--- src/hw/rtl/qte_pkg.sv ---
// qte_pkg: shared widths, constants and stage types for the quaternion to
// Euler angle converter. Used by qte_sqrt_cell, qte_cordic_cell and the top.
// Depends on nothing.
package qte_pkg;

    localparam int IN_W          = 16;
    localparam int OUT_W         = 16;
    localparam int PROD_W        = 32;
    localparam int TEST_W        = 33;
    localparam int RAW_W         = 36;
    localparam int XY_W          = 56;
    localparam int Z_W           = 36;
    localparam int ROOT_W        = 31;
    localparam int REM_W         = 61;
    localparam int MAG_W         = 30;
    localparam int PRESCALE      = 16;
    localparam int Q12_SHIFT     = 18;
    localparam int ANG_TABLE_LEN = 24;

    localparam int CORDIC_STAGES_DEF = 16;

    localparam logic signed [TEST_W-1:0] POLE_LIMIT  = 33'sd535797170;
    localparam logic signed [Z_W-1:0]    PI_Q30      = 36'sd3373259426;
    localparam logic signed [RAW_W-1:0]  ONE_Q30     = 36'sd1073741824;
    localparam logic signed [OUT_W-1:0]  HALF_PI_Q12 = 16'sd6434;
    localparam logic [REM_W-1:0]         ONE_Q60     = 61'h1000_0000_0000_0000;

    // atan(2^-i) in units of 2^-30 rad, truncated
    localparam logic signed [Z_W-1:0] ANG_TAB [ANG_TABLE_LEN] = '{
        36'sd843314856, 36'sd497837829, 36'sd263043836, 36'sd133525158,
        36'sd67021686,  36'sd33543515,  36'sd16775850,  36'sd8388437,
        36'sd4194282,   36'sd2097149,   36'sd1048575,   36'sd524287,
        36'sd262143,    36'sd131071,    36'sd65535,     36'sd32767,
        36'sd16383,     36'sd8191,      36'sd4095,      36'sd2047,
        36'sd1023,      36'sd511,       36'sd255,       36'sd127
    };

    // raw products of the input components
    typedef struct packed {
        logic signed [IN_W-1:0]   qx;
        logic signed [IN_W-1:0]   qw;
        logic signed [PROD_W-1:0] xx;
        logic signed [PROD_W-1:0] yy;
        logic signed [PROD_W-1:0] zz;
        logic signed [PROD_W-1:0] xy;
        logic signed [PROD_W-1:0] zw;
        logic signed [PROD_W-1:0] yw;
        logic signed [PROD_W-1:0] xz;
        logic signed [PROD_W-1:0] xw;
        logic signed [PROD_W-1:0] yz;
    } prod_t;

    // atan2 operands and pole flags carried alongside the square root
    typedef struct packed {
        logic                    pole;
        logic                    pole_neg;
        logic signed [RAW_W-1:0] yaw_y;
        logic signed [RAW_W-1:0] yaw_x;
        logic signed [RAW_W-1:0] pitch_y;
        logic signed [RAW_W-1:0] pitch_x;
        logic signed [RAW_W-1:0] s_val;
    } side_t;

    typedef struct packed {
        side_t            side;
        logic [MAG_W-1:0] s_mag;
    } front_t;

    typedef struct packed {
        side_t             side;
        logic [REM_W-1:0]  rem;
        logic [ROOT_W-1:0] root;
    } sq_t;

    typedef struct packed {
        logic                   zero;
        logic signed [XY_W-1:0] x;
        logic signed [XY_W-1:0] y;
        logic signed [Z_W-1:0]  z;
    } lane_t;

    typedef struct packed {
        lane_t yaw;
        lane_t pitch;
        lane_t roll;
        logic  pole;
        logic  pole_neg;
    } cs_t;

endpackage

--- src/hw/rtl/qte_sqrt_cell.sv ---
// qte_sqrt_cell: one result bit of the restoring integer square root.
// Carries the side operands along unchanged. Depends on qte_pkg.
module qte_sqrt_cell #(
    parameter int BIT = 0
) (
    input  logic           clk,
    input  logic           rst_n,
    input  logic           advance,
    input  logic           in_valid,
    input  qte_pkg::sq_t   in_data,
    output logic           out_valid,
    output qte_pkg::sq_t   out_data
);

    localparam logic [63:0] BIT_SQ = 64'd1 << (2 * BIT);
    localparam logic [qte_pkg::ROOT_W-1:0] BIT_ONE = qte_pkg::ROOT_W'(1) << BIT;

    logic           valid_reg;
    qte_pkg::sq_t   data_reg;
    qte_pkg::sq_t   data_next;
    logic [63:0]    trial;
    logic [63:0]    rem_wide;

    // try setting this root bit, keep it when the remainder allows
    always_comb
    begin
        trial     = (64'(in_data.root) << (BIT + 1)) + BIT_SQ;
        rem_wide  = 64'(in_data.rem);
        data_next = in_data;
        if (rem_wide >= trial)
        begin
            data_next.rem  = qte_pkg::REM_W'(rem_wide - trial);
            data_next.root = in_data.root | BIT_ONE;
        end
    end

    always_ff @(posedge clk or negedge rst_n)
    begin
        if (!rst_n)
        begin
            valid_reg <= 1'b0;
        end
        else if (advance)
        begin
            valid_reg <= in_valid;
        end
    end

    always_ff @(posedge clk)
    begin
        if (advance)
        begin
            data_reg <= data_next;
        end
    end

    assign out_valid = valid_reg;
    assign out_data  = data_reg;

endmodule

--- config.mk ---
export PLATFORM = sky130hd
export DESIGN_NAME = qte_sqrt_cell
export DESIGN_NICKNAME = d
export VERILOG_FILES = /design/src/hw/rtl/qte_pkg.sv /design/src/hw/rtl/qte_sqrt_cell.sv
export SDC_FILE = /design/constraint.sdc
export NUM_CORES = 1
export LEC_CHECK = 0
export BUFFER_PORTS_ARGS = -buffer_cell sky130_fd_sc_hd__buf_2
export CAP_MARGIN = 0
export CORE_AREA = 2 2 213 215
export CTS_CLUSTER_DIAMETER = 60
export DETAILED_ROUTE_END_ITERATION = 8
export DIE_AREA = 0 0 215 217
export GPL_TIMING_DRIVEN = 1
export PLACE_DENSITY = 0.53
export SYNTH_ARGS = -nofsm -noshare
export SYNTH_HDL_FRONTEND = slang
export SYNTH_SLANG_ARGS = --single-unit
--- constraint.sdc ---
create_clock -name clk -period 0.8 [get_ports clk]
set_input_delay 0.24 -clock clk [delete_from_list [all_inputs] [get_ports clk]]
set_output_delay 0.24 -clock clk [all_outputs]
set_load 0.02 [all_outputs]
# Word-level counts from Yosys, hierarchy flattened
# Cells that the tools add are included.
# word_totals
reg_bits	275
out_inout_bits	275
word_cells	15
# classes
addsub	2
magnitude_cmp	1
mux	1
# op_table
op	count
$mux 92	1
$ge 61x33->1	1
$sub 61x33->61	1
$add 32x1->33 const B	1

# Logic depth before layout (Yosys ltp)
# depth
word_depth	3
ltp_mapped	13

# Least setup slack after synthesis
# No wires, ideal clock.
# synth_path
kind	in2reg
start	in in_data[17] (netlist bit)
end	reg data_reg (netlist bit out_data[71]), data pin
arrival_ns	2.478
required_ns	0.533
path_slack_ns	-1.945
cell_stages	13
cell_sequence	inv_1 ha_1 clkbuf_1 nand4_1 or3_1 nand4b_1 o221ai_2 or2_1 buf_6 nand2_4 buf_12 nor4b_2 xor2_1
# synth_lines
element	line_no	text
start: declaration	qte_sqrt_cell.sv:10	input qte_pkg::sq_t in_data,
end signal: assignment	qte_sqrt_cell.sv:53	data_reg <= data_next;
end: declaration	qte_sqrt_cell.sv:19	qte_pkg::sq_t data_reg;

==> results.toml <==
[outcome]
outcome = "finished with violations"
failed_checks = "negative setup slack"

[logic_synthesis]
syn_area_um2 = 11500
synth_warnings = 0
synthArstFlopShare_pct = 0.364
ys_ff_latch = 275
synth_ff_type = "edfxtp_1"
yosysSeqAreaShare_pct = 71.7
synth_cell_types = 69
syn_area_per_cell_um2 = 14.9
synthesis.nets = 1083
synth_edf_count = 274
synthCells = 772

[place]
hpwl_um = 36100
port_buffers = 552
placedCellCount = 2120
pre_cts_slack_ns = -2.53
place.gp.congestion = 0.845

[clock_network]
htree_levels = 2
root_buffer = "clkbuf_16"
cts_tree = "done"
clock_sinks = 275
clkLatencyLatePin_ns = 0.54
clockBufferDepth = 3
cts_buffers = 36
clkTransAtPathRegs_ns = 0.05

[sta]
finalSetupViolations = 337
fin_ws_ns = -1.60
relSlewSlack_pct = 67.1
tns_ns = -237.21
slew_violations = 0
max_freq_mhz = 417
worstMarginPinSlew_ns = 0.493
finalClockSkew_ns = 0
min_period_over_period_pct = 300
min_period_ns = 2.40
rsz0062_at_grt = "true"
hold_violations = 0

[hold_path]
hold_path_class = "in -> reg"

[worst_setup_path]
startpoint = "in_data[74]"
arrival_ns = 2.68
crit_type = "in -> reg"
worst_r2r_endpoint = "out_valid"
endpoint = "out_data[67]"
cp_data_required_time_ns = 1.08
r2r-start = "out_valid"
crit_fanout = 6
reg2reg_slack_ns = 0.02
crit_path_start_kind = "input port"
cp-end-kind = "register"
worstRegToRegCells = 1

[global_routing]
grt_overflow_total = 0
antenna_found_initial = 11
track_usage_pct = 20.5
grt_pass1_wl_um = 71300
grt_max_degree = 25
grt_pass1_vias = 11389

[floorplanning]
fp.dieW_um = 215
rows = 78
fp.dieH_um = 217
initial_utilization_pct = 25.8
core_area_um2 = 44700
io_pins = 553
die_area_um2 = 46700

[power_and_ir_drop]
ir_drop_mv = 1.39
power_per_cell_area_nw_per_um2 = 1930
p_leak_nw = 9.81
power_mw = 44.9

[route]
vias = 10912
vias_per_cell = 4.44
detailedRoute.firstIterationViolations = 675
wl_per_cell_um = 20.8
ant_nets = 0
routed_wl_um = 51000
dr.pass1.iters = 5
drc = 0

[cells_and_area]
area_growth_pct = 102
drive_gt1_share_pct = 56.3
final_cells = 2460
fillers = 3800
utilization_pct = 52.0
layout.nets = 2136

[run]
maxCapViolCount = 0
-- worst max-delay path: stages --
cell	delay, ns
buf_8	0.10
or4_4	0.54
or4b_4	0.54
and4bb_1	0.33
o221ai_2	0.12
or2_4	0.35
nand2_8	0.13
buf_6	0.12
nor3_4	0.03
xor2_1	0.16
-- cells in the final DEF (no fill, tap or decap), types with 10 or more instances in the layout --
cell type        n
buf_4          216
nand4_1         12
a21o_1          10
inv_2           12
a21oi_1         31
nor4_1          11
ha_4            29
edfxtp_1       274
nor2_1          20
xor2_1          35
buf_12          21
buf_2          329
buf_6          229
dlygate4sd3_1  229
xnor2_1         18
clkbuf_16       38
o21ai_2         26
inv_1           27
nand2_1         49
-- cells in the mapped netlist, drive strengths merged (9+ instances only) --
master,number,area (um^2)
inv,44,165
a21o,11,83.8
o21ai,42,210
nand3,15,75.1
ha,32,400
nor4,18,119
clkbuf,12,56.3
buf,9,81.3
nand4,12,75.1
nor3,17,110
a21oi,43,215
xor2,35,307
edfxtp,274,8230
nor2,26,100
xnor2,22,193
nand2,67,259
-- timing repair --
item                       in CTS  in global routing
hold buffers                  228                  1
resized for setup             455                213
cloned                          5                  3
pin swaps                      65                 56
setup endpoints to repair     337                337
hold endpoints to repair      227                  1
buffers inserted               27                  9
-- sequential cells by signal, indices dropped and copies added, names as in the netlist --
| signal | flops |
|---|---|
| out_valid | 1 |
| out_data | 274 |
-- where the power goes --
part	switching [mW]	total (mW)	internal (mW)
Clock	6.61	16.3	9.73
Combinational	5.18	10.6	5.44
Sequential	0.591	18.0	17.4
Total	12.4	44.9	32.6
-- how the worst min path moves through the flow --
stage	slack (ns)	end	cells after the start	startpoint
6_report	0.02	out_data[42]	3	in_data[42]
5_1_grt	0.02	out_data[29]	2	in_data[29]
4_1_cts	0.002	out_data[29]	2	in_data[29]
3_5_place_dp	0.02	out_valid	1	rst_n
3_3_place_gp	0.02	out_valid	1	rst_n
2_1_floorplan	-0.06	out_valid	0	rst_n
-- layout make-up --
| cell class | instances | area [um^2] | area share, % |
|---|---|---|---|
| clock inverter | 23 | 264 | 1.14 |
| inverter | 44 | 178 | 0.765 |
| multi-input combinational | 433 | 4070 | 17.5 |
| clock buffer | 43 | 927 | 3.99 |
| tap | 600 | 751 | 3.23 |
| sequential | 275 | 8250 | 35.5 |
| antenna | 7 | 17.5 | 0.0754 |
| timing repair buffer | 1035 | 8770 | 37.7 |
-- metal layers --
layer	vias to the layer above	global-route usage (%)	part of all wire [%]
li1	5066	-	-
met1	5316	23.0	37
met2	420	37.0	52
met3	104	4.32	5.7
met4	6	9.75	4.3
met5	-	0	0.071
-- cell families (layout without fill, tap and decap cells) --
group | count (synthesis) | count (layout) | share of synthesized area [%]
DFF | 275 | 275 | 71.7
and+or+nand+nor | 197 | 198 | 9.56
AOI/OAI and AO/OA | 142 | 142 | 7.88
buffers and inverters | 65 | 1145 | 2.63
xor gates and xnor gates | 57 | 57 | 4.33
adders and majority gates | 33 | 33 | 3.65
muxes | 3 | 3 | 0.293
other | 0 | 7 | 0
-- through the flow --
step                      instance area, um^2  hold WS (ns)
after floorplan                         11700       -0.0556
after global routing                    23200        0.0171
after global placement                  16900        0.0174
final                                   23200        0.0239
after CTS                               22400       0.00223
after detailed placement                16900        0.0191
Note: power is estimated with default switching activity, not from simulation.
