--- src/hw/rtl/qte_pkg.sv ---
// qte_pkg: shared widths, constants and stage types for the quaternion to
// Euler angle converter. Used by qte_sqrt_cell, qte_cordic_cell and the top.
// Depends on nothing.
package qte_pkg;

    localparam int IN_W          = 16;
    localparam int OUT_W         = 16;
    localparam int PROD_W        = 32;
    localparam int TEST_W        = 33;
    localparam int RAW_W         = 36;
    localparam int XY_W          = 56;
    localparam int Z_W           = 36;
    localparam int ROOT_W        = 31;
    localparam int REM_W         = 61;
    localparam int MAG_W         = 30;
    localparam int PRESCALE      = 16;
    localparam int Q12_SHIFT     = 18;
    localparam int ANG_TABLE_LEN = 24;

    localparam int CORDIC_STAGES_DEF = 16;

    localparam logic signed [TEST_W-1:0] POLE_LIMIT  = 33'sd535797170;
    localparam logic signed [Z_W-1:0]    PI_Q30      = 36'sd3373259426;
    localparam logic signed [RAW_W-1:0]  ONE_Q30     = 36'sd1073741824;
    localparam logic signed [OUT_W-1:0]  HALF_PI_Q12 = 16'sd6434;
    localparam logic [REM_W-1:0]         ONE_Q60     = 61'h1000_0000_0000_0000;

    // atan(2^-i) in units of 2^-30 rad, truncated
    localparam logic signed [Z_W-1:0] ANG_TAB [ANG_TABLE_LEN] = '{
        36'sd843314856, 36'sd497837829, 36'sd263043836, 36'sd133525158,
        36'sd67021686,  36'sd33543515,  36'sd16775850,  36'sd8388437,
        36'sd4194282,   36'sd2097149,   36'sd1048575,   36'sd524287,
        36'sd262143,    36'sd131071,    36'sd65535,     36'sd32767,
        36'sd16383,     36'sd8191,      36'sd4095,      36'sd2047,
        36'sd1023,      36'sd511,       36'sd255,       36'sd127
    };

    // raw products of the input components
    typedef struct packed {
        logic signed [IN_W-1:0]   qx;
        logic signed [IN_W-1:0]   qw;
        logic signed [PROD_W-1:0] xx;
        logic signed [PROD_W-1:0] yy;
        logic signed [PROD_W-1:0] zz;
        logic signed [PROD_W-1:0] xy;
        logic signed [PROD_W-1:0] zw;
        logic signed [PROD_W-1:0] yw;
        logic signed [PROD_W-1:0] xz;
        logic signed [PROD_W-1:0] xw;
        logic signed [PROD_W-1:0] yz;
    } prod_t;

    // atan2 operands and pole flags carried alongside the square root
    typedef struct packed {
        logic                    pole;
        logic                    pole_neg;
        logic signed [RAW_W-1:0] yaw_y;
        logic signed [RAW_W-1:0] yaw_x;
        logic signed [RAW_W-1:0] pitch_y;
        logic signed [RAW_W-1:0] pitch_x;
        logic signed [RAW_W-1:0] s_val;
    } side_t;

    typedef struct packed {
        side_t            side;
        logic [MAG_W-1:0] s_mag;
    } front_t;

    typedef struct packed {
        side_t             side;
        logic [REM_W-1:0]  rem;
        logic [ROOT_W-1:0] root;
    } sq_t;

    typedef struct packed {
        logic                   zero;
        logic signed [XY_W-1:0] x;
        logic signed [XY_W-1:0] y;
        logic signed [Z_W-1:0]  z;
    } lane_t;

    typedef struct packed {
        lane_t yaw;
        lane_t pitch;
        lane_t roll;
        logic  pole;
        logic  pole_neg;
    } cs_t;

endpackage

--- src/hw/rtl/qte_cordic_cell.sv ---
// qte_cordic_cell: one vectoring CORDIC micro-rotation for the yaw, pitch
// and roll lanes. Depends on qte_pkg.
module qte_cordic_cell #(
    parameter int STAGE = 0
) (
    input  logic          clk,
    input  logic          rst_n,
    input  logic          advance,
    input  logic          in_valid,
    input  qte_pkg::cs_t  in_data,
    output logic          out_valid,
    output qte_pkg::cs_t  out_data
);

    localparam logic signed [qte_pkg::Z_W-1:0] ANG = qte_pkg::ANG_TAB[STAGE];

    logic          valid_reg;
    qte_pkg::cs_t  data_reg;
    qte_pkg::cs_t  data_next;

    // rotate toward the x axis, accumulate the angle
    function automatic qte_pkg::lane_t rotate(input qte_pkg::lane_t l);
        logic signed [qte_pkg::XY_W-1:0] dx;
        logic signed [qte_pkg::XY_W-1:0] dy;
        qte_pkg::lane_t r;
        dx = l.y >>> STAGE;
        dy = l.x >>> STAGE;
        r  = l;
        if (l.y > 0)
        begin
            r.x = l.x + dx;
            r.y = l.y - dy;
            r.z = l.z + ANG;
        end
        else
        begin
            r.x = l.x - dx;
            r.y = l.y + dy;
            r.z = l.z - ANG;
        end
        return r;
    endfunction

    always_comb
    begin
        data_next       = in_data;
        data_next.yaw   = rotate(in_data.yaw);
        data_next.pitch = rotate(in_data.pitch);
        data_next.roll  = rotate(in_data.roll);
    end

    always_ff @(posedge clk or negedge rst_n)
    begin
        if (!rst_n)
        begin
            valid_reg <= 1'b0;
        end
        else if (advance)
        begin
            valid_reg <= in_valid;
        end
    end

    always_ff @(posedge clk)
    begin
        if (advance)
        begin
            data_reg <= data_next;
        end
    end

    assign out_valid = valid_reg;
    assign out_data  = data_reg;

endmodule

--- config.mk ---
export PLATFORM = sky130hd
export DESIGN_NAME = qte_cordic_cell
export DESIGN_NICKNAME = d
export VERILOG_FILES = /design/src/hw/rtl/qte_pkg.sv /design/src/hw/rtl/qte_cordic_cell.sv
export SDC_FILE = /design/constraint.sdc
export NUM_CORES = 2
export LEC_CHECK = 0
export ABC_CLOCK_PERIOD_IN_PS = 900
export BUFFER_PORTS_ARGS = -buffer_cell sky130_fd_sc_hd__buf_2
export CAP_MARGIN = 30
export CORE_AREA = 2 2 349 351
export DETAILED_ROUTE_END_ITERATION = 8
export DIE_AREA = 0 0 351 353
export HOLD_SLACK_MARGIN = 0.15
export PLACE_DENSITY = 0.58
export SETUP_SLACK_MARGIN = 0.02
export SLEW_MARGIN = 20
export SYNTH_ARGS = -nofsm -noshare
export SYNTH_HDL_FRONTEND = slang
export SYNTH_SLANG_ARGS = --single-unit
--- constraint.sdc ---
create_clock -name clk -period 0.9 [get_ports clk]
set_input_delay 0.18 -clock clk [delete_from_list [all_inputs] [get_ports clk]]
set_output_delay 0.18 -clock clk [all_outputs]
set_load 0.005 [all_outputs]
## Word level (Yosys, flattened, before mapping)

Cells that the tools add are included.

- Register bits: 450
- Input port bits: 453
- Output and inout port bits: 450
- Logic and storage cells: 36

- $add $sub $neg: 15
- $lt $le $gt $ge: 3
- Mux-type cells: 3

Operators by type and width:

| operator | count |
|---|---|
| 148-bit two-way mux | 3 |
| 56-bit subtractor | 6 |
| 56-bit adder | 3 |
| 56-bit by 1-bit > comparator with 1-bit output, second input constant | 3 |
| 36-bit by 31-bit adder with 36-bit output, second input constant | 3 |
| 36-bit by 31-bit subtractor with 36-bit output, second input constant | 3 |

## Depth between registers and ports, before layout

- Depth after elaboration: 2
- Mapped depth: 19
- Gate-level depth less buffers: 16

## Worst setup path before layout

Ideal clock, no wire load.

- Kind: input -> register
- Start point: in in_data[188] (netlist name)
- End point: reg data_reg, in the netlist out_data[186], data pin
- Setup time: 260 ps
- Arrival time: 4560 ps
- Required time: 640 ps
- Path slack: -3920 ps
- Stages on the path: 17
- Buffers on the path: 2
- Path through: nor4_1 nand4_1 o41ai_2 clkbuf_1 buf_1 ha_1 a2111oi_0 o21ai_1 o21a_1 or3_1 o31ai_1 o21ai_1 a22oi_1 a21oi_1 a21o_1 a21oi_1 xnor2_1

RTL lines:

| what | RTL line | source |
|---|---|---|
| start, declared | qte_cordic_cell.sv:10 | `input qte_pkg::cs_t in_data,` |
| end signal, assigned | qte_cordic_cell.sv:68 | `data_reg <= data_next;` |
| end, declared | qte_cordic_cell.sv:18 | `qte_pkg::cs_t data_reg;` |

==> impl_metrics.sql <==
INSERT INTO impl_metrics (metric_group, metric, value, unit) VALUES
('global_route', 'grt.total_usage', '0.392', ''),
('yosys', 'synth-edff-count', '446', ''),
('clock_tree', 'clk_path_buf_depth', '3', ''),
('min_path', 'worst_hold_path_type', 'in2reg', ''),
('yosys', 'yosys.area_share.simple', '0.145', ''),
('placement', 'gp_routability_congestion', '1.04', ''),
('route', 'drt_iter0_drc', '4911', ''),
('clock_tree', 'clk_pin_slew_worst_paths', '60', 'ps'),
('floorplan', 'io-pin-count', '903', ''),
('clock_tree', 'clock_insertion_delay_worst_skew', '700', 'ps'),
('yosys', 'combinational_family_with_the_most_area_after_synthesis', 'compound AO/OA/AOI/OAI gates', ''),
('finish', 'post-route-cell-area', '84500', 'µm²'),
('global_route', 'first_pass_grt_wire_length', '366000', 'µm'),
('placement', 'detailedPlace.worstSlack', '-4170', 'ps'),
('sta', 'timing_hold_violations_final', '1', ''),
('global_route', 'grt_max_degree', '82', ''),
('setup_path', 'timing_worst_setup_path_type', 'in2reg', ''),
('clock_tree', 'cts_tree', 'yes', ''),
('finish', 'fin_util', '0.701', ''),
('floorplan', 'die_width', '351', 'µm'),
('global_route', 'grt_overflow_total', '0', ''),
('yosys', 'synth.yosys.warnings', '0', ''),
('finish', 'final_layout_size_suffix_gt1_frac', '0.493', ''),
('sta', 'setup_ws', '-2960', 'ps'),
('setup_path', 'start_kind', 'input port', ''),
('yosys', 'ys_seq_elements', '447', ''),
('finish', 'layout_commonest_cell', 'sky130_fd_sc_hd__buf_4', ''),
('setup_path', 'worstPathRequired', '1310', 'ps'),
('status', 'result_of_the_run', 'finished with violations', ''),
('placement', 'buffer_ports.inserted', '902', ''),
('setup_path', 'cp_slowest_cell', 'sky130_fd_sc_hd__o41ai_4', ''),
('clock_tree', 'cts-htree-levels', '2', ''),
('floorplan', 'placementRows', '128', ''),
('floorplan', 'chipHeight', '353', 'µm'),
('yosys', 'post_synth_instance_area', '48500', 'µm²'),
('yosys', 'synth-compound-area-share', '0.268', ''),
('sta', 'timing_max_transition_violations_final', '0', ''),
('setup_path', 'crit_arrival', '4270', 'ps'),
('clock_tree', 'clock-sinks', '447', ''),
('sta', 'finalCriticalPeriod', '3860', 'ps'),
('finish', 'synthToLayoutAreaGrowth', '74.5', '%'),
('floorplan', 'initial_utilization', '0.402', ''),
('route', 'dr_total_vias', '60212', ''),
('job', 'max_cap_viol_count', '0', ''),
('finish', 'mostFrequentLayoutCells', 'sky130_fd_sc_hd__buf_4, sky130_fd_sc_hd__buf_2, sky130_fd_sc_hd__a21oi_1, sky130_fd_sc_hd__nor2_1, sky130_fd_sc_hd__ha_1', ''),
('yosys', 'synth.avg_cell_area', '8.26', 'µm²'),
('setup_path', 'critPathTopFamily', 'compound AO/OA/AOI/OAI gates', ''),
('yosys', 'synth_mux_area_frac', '0.0160', ''),
('sta', 'fin_worst_hold_slack', '-28.0', 'ps'),
('finish', 'fin_cells', '10940', ''),
('power_and_ir_drop', 'power.ir.vdd_worst', '1.64', 'mV'),
('yosys', 'synthAdderAreaFrac', '0.158', ''),
('yosys', 'synthArstFlopShare', '0.00224', ''),
('global_route', 'initial_antenna_violation_count', '63', ''),
('sta', 'fin_tns_setup', '-1145830', 'ps'),
('route', 'route.detailed.vias_per_inst', '5.50', ''),
('floorplan', 'fp.coreArea', '121000', 'µm²'),
('setup_path', 'slowest_delay', '440', 'ps'),
('setup_path', 'crit_fanout', '4', ''),
('sta', 'final-setup-viol-count', '1170', ''),
('setup_path', 'path_cells', 'buf_8, nor4_4, buf_4, nand4_1, buf_4, o41ai_4, buf_6, clkinv_4, ha_4, a2111o_1, a21oi_4, nor4_2, o21bai_1, a31oi_1, o21a_1, a2111o_1, a31oi_1, o21bai_1, xor2_1', ''),
('finish', 'final_nets', '10289', ''),
('route', 'drt.antenna.violating_nets', '0', ''),
('setup_path', 'setup.worst_path.end_class', 'flip-flop', ''),
('route', 'route.detailed.drc', '0', ''),
('route', 'firstDrtPassIters', '6', ''),
('status', 'failed_checks', 'negative hold slack, negative setup slack', ''),
('sta', 'clock.fmax', '0.259', 'GHz'),
('yosys', 'syn_nets', '6924', ''),
('clock_tree', 'cts_inserted_buffers', '53', ''),
('floorplan', 'dieArea', '124000', 'µm²');
-- metrics by stage --
step | hold slack [ps] | power (mW)
after floorplan | -116 | 51.4
after global placement | -45.6 | 79.7
after detailed placement | -43.9 | 79.9
after CTS | -63.1 | 105
after global routing | 16.0 | 114
final | -28.0 | 109
-- final cells by class --
type                            count  area (µm²)  area share
Tap cell                         1625        2030      0.0240
Timing Repair inverter              2        38.8    0.000459
Clock inverter                     39         380     0.00450
Clock buffer                       61        1360      0.0160
Timing Repair Buffer             3553       26500       0.313
Inverter                          532        2200      0.0261
Antenna cell                       37        92.6     0.00110
Sequential cell                   447       13400       0.159
Multi-Input combinational cell   4644       38600       0.456
-- metal layers --
layer | GRT usage | part of all wire | vias up
met5 | 0 | 0.00099 | -
met4 | 0.257 | 0.076 | 38
met3 | 0.0809 | 0.078 | 741
met2 | 0.633 | 0.46 | 2584
met1 | 0.470 | 0.39 | 28758
li1 | - | - | 28091
-- final timing paths --
check / start / endpoint / cells past startpoint
min: in_data[334] / out_data[335] / 4
max in group asynchronous: rst_n / out_valid / 3
min in group asynchronous: rst_n / out_valid / 3
min reg2reg: out_valid / out_valid / 1
max reg2reg: out_valid / out_valid / 1
max: in_data[91] / out_data[36] / 19
-- Yosys cell counts (all sizes together) (10+ instances only) --
cell | number | area [µm²]
a21boi | 29 | 218
nor2b | 55 | 347
or2 | 20 | 125
nand2b | 58 | 363
o311ai | 18 | 158
o31ai | 57 | 452
mux2i | 74 | 741
ha | 591 | 7390
o31a | 23 | 201
buf | 85 | 402
or4 | 11 | 82.6
or3 | 22 | 138
fa | 12 | 240
a311oi | 12 | 105
clkbuf | 160 | 601
a221o | 10 | 101
a211o | 10 | 87.6
a21o | 147 | 1100
a2111oi | 17 | 169
o21bai | 182 | 1370
o21a | 56 | 420
nor3 | 103 | 521
a21oi | 803 | 4020
a31o | 13 | 114
clkinv | 13 | 48.8
a211oi | 57 | 433
and3 | 30 | 188
xor2 | 46 | 403
nand3b | 14 | 105
nor4 | 106 | 684
xnor2 | 370 | 3240
edfxtp | 446 | 13400
o21ai | 417 | 2090
a31oi | 53 | 338
o41ai | 16 | 189
nand4 | 94 | 609
o211ai | 46 | 355
nand3 | 74 | 370
a221oi | 24 | 210
inv | 519 | 1950
and2 | 18 | 113
nand2 | 337 | 1270
nor2 | 504 | 1890
-- repair_timing --
item | CTS | global route
gates resized for setup | 527 | 641
endpoints found under the setup margin | 876 | 1170
setup buffers | 143 | 142
pin swaps | 210 | 332
hold endpoints to repair | 241 | 75
hold buffers | 31 | 1
cloned | 12 | 2
-- sequential cells by signal, summed over array words and instances (netlist names) --
name	count
out_valid	1
out_data	446
-- power by group --
group,internal (mW),switching [mW]
Combinational,28.1,30.4
Clock,11.9,9.93
Sequential,27.7,1.36
Total,67.7,41.7
-- cells by family (layout without fill, tap and decap cells) --
group | after synthesis | count (layout)
buffers and inverters | 777 | 4187
AOI/OAI and AO/OA | 2078 | 2078
DFF | 447 | 447
xor gates and xnor gates | 416 | 416
muxes | 77 | 77
other | 0 | 37
adders and majority gates | 603 | 603
and+or+nand+nor | 1470 | 1470
Power figures use the tool's default switching activity.
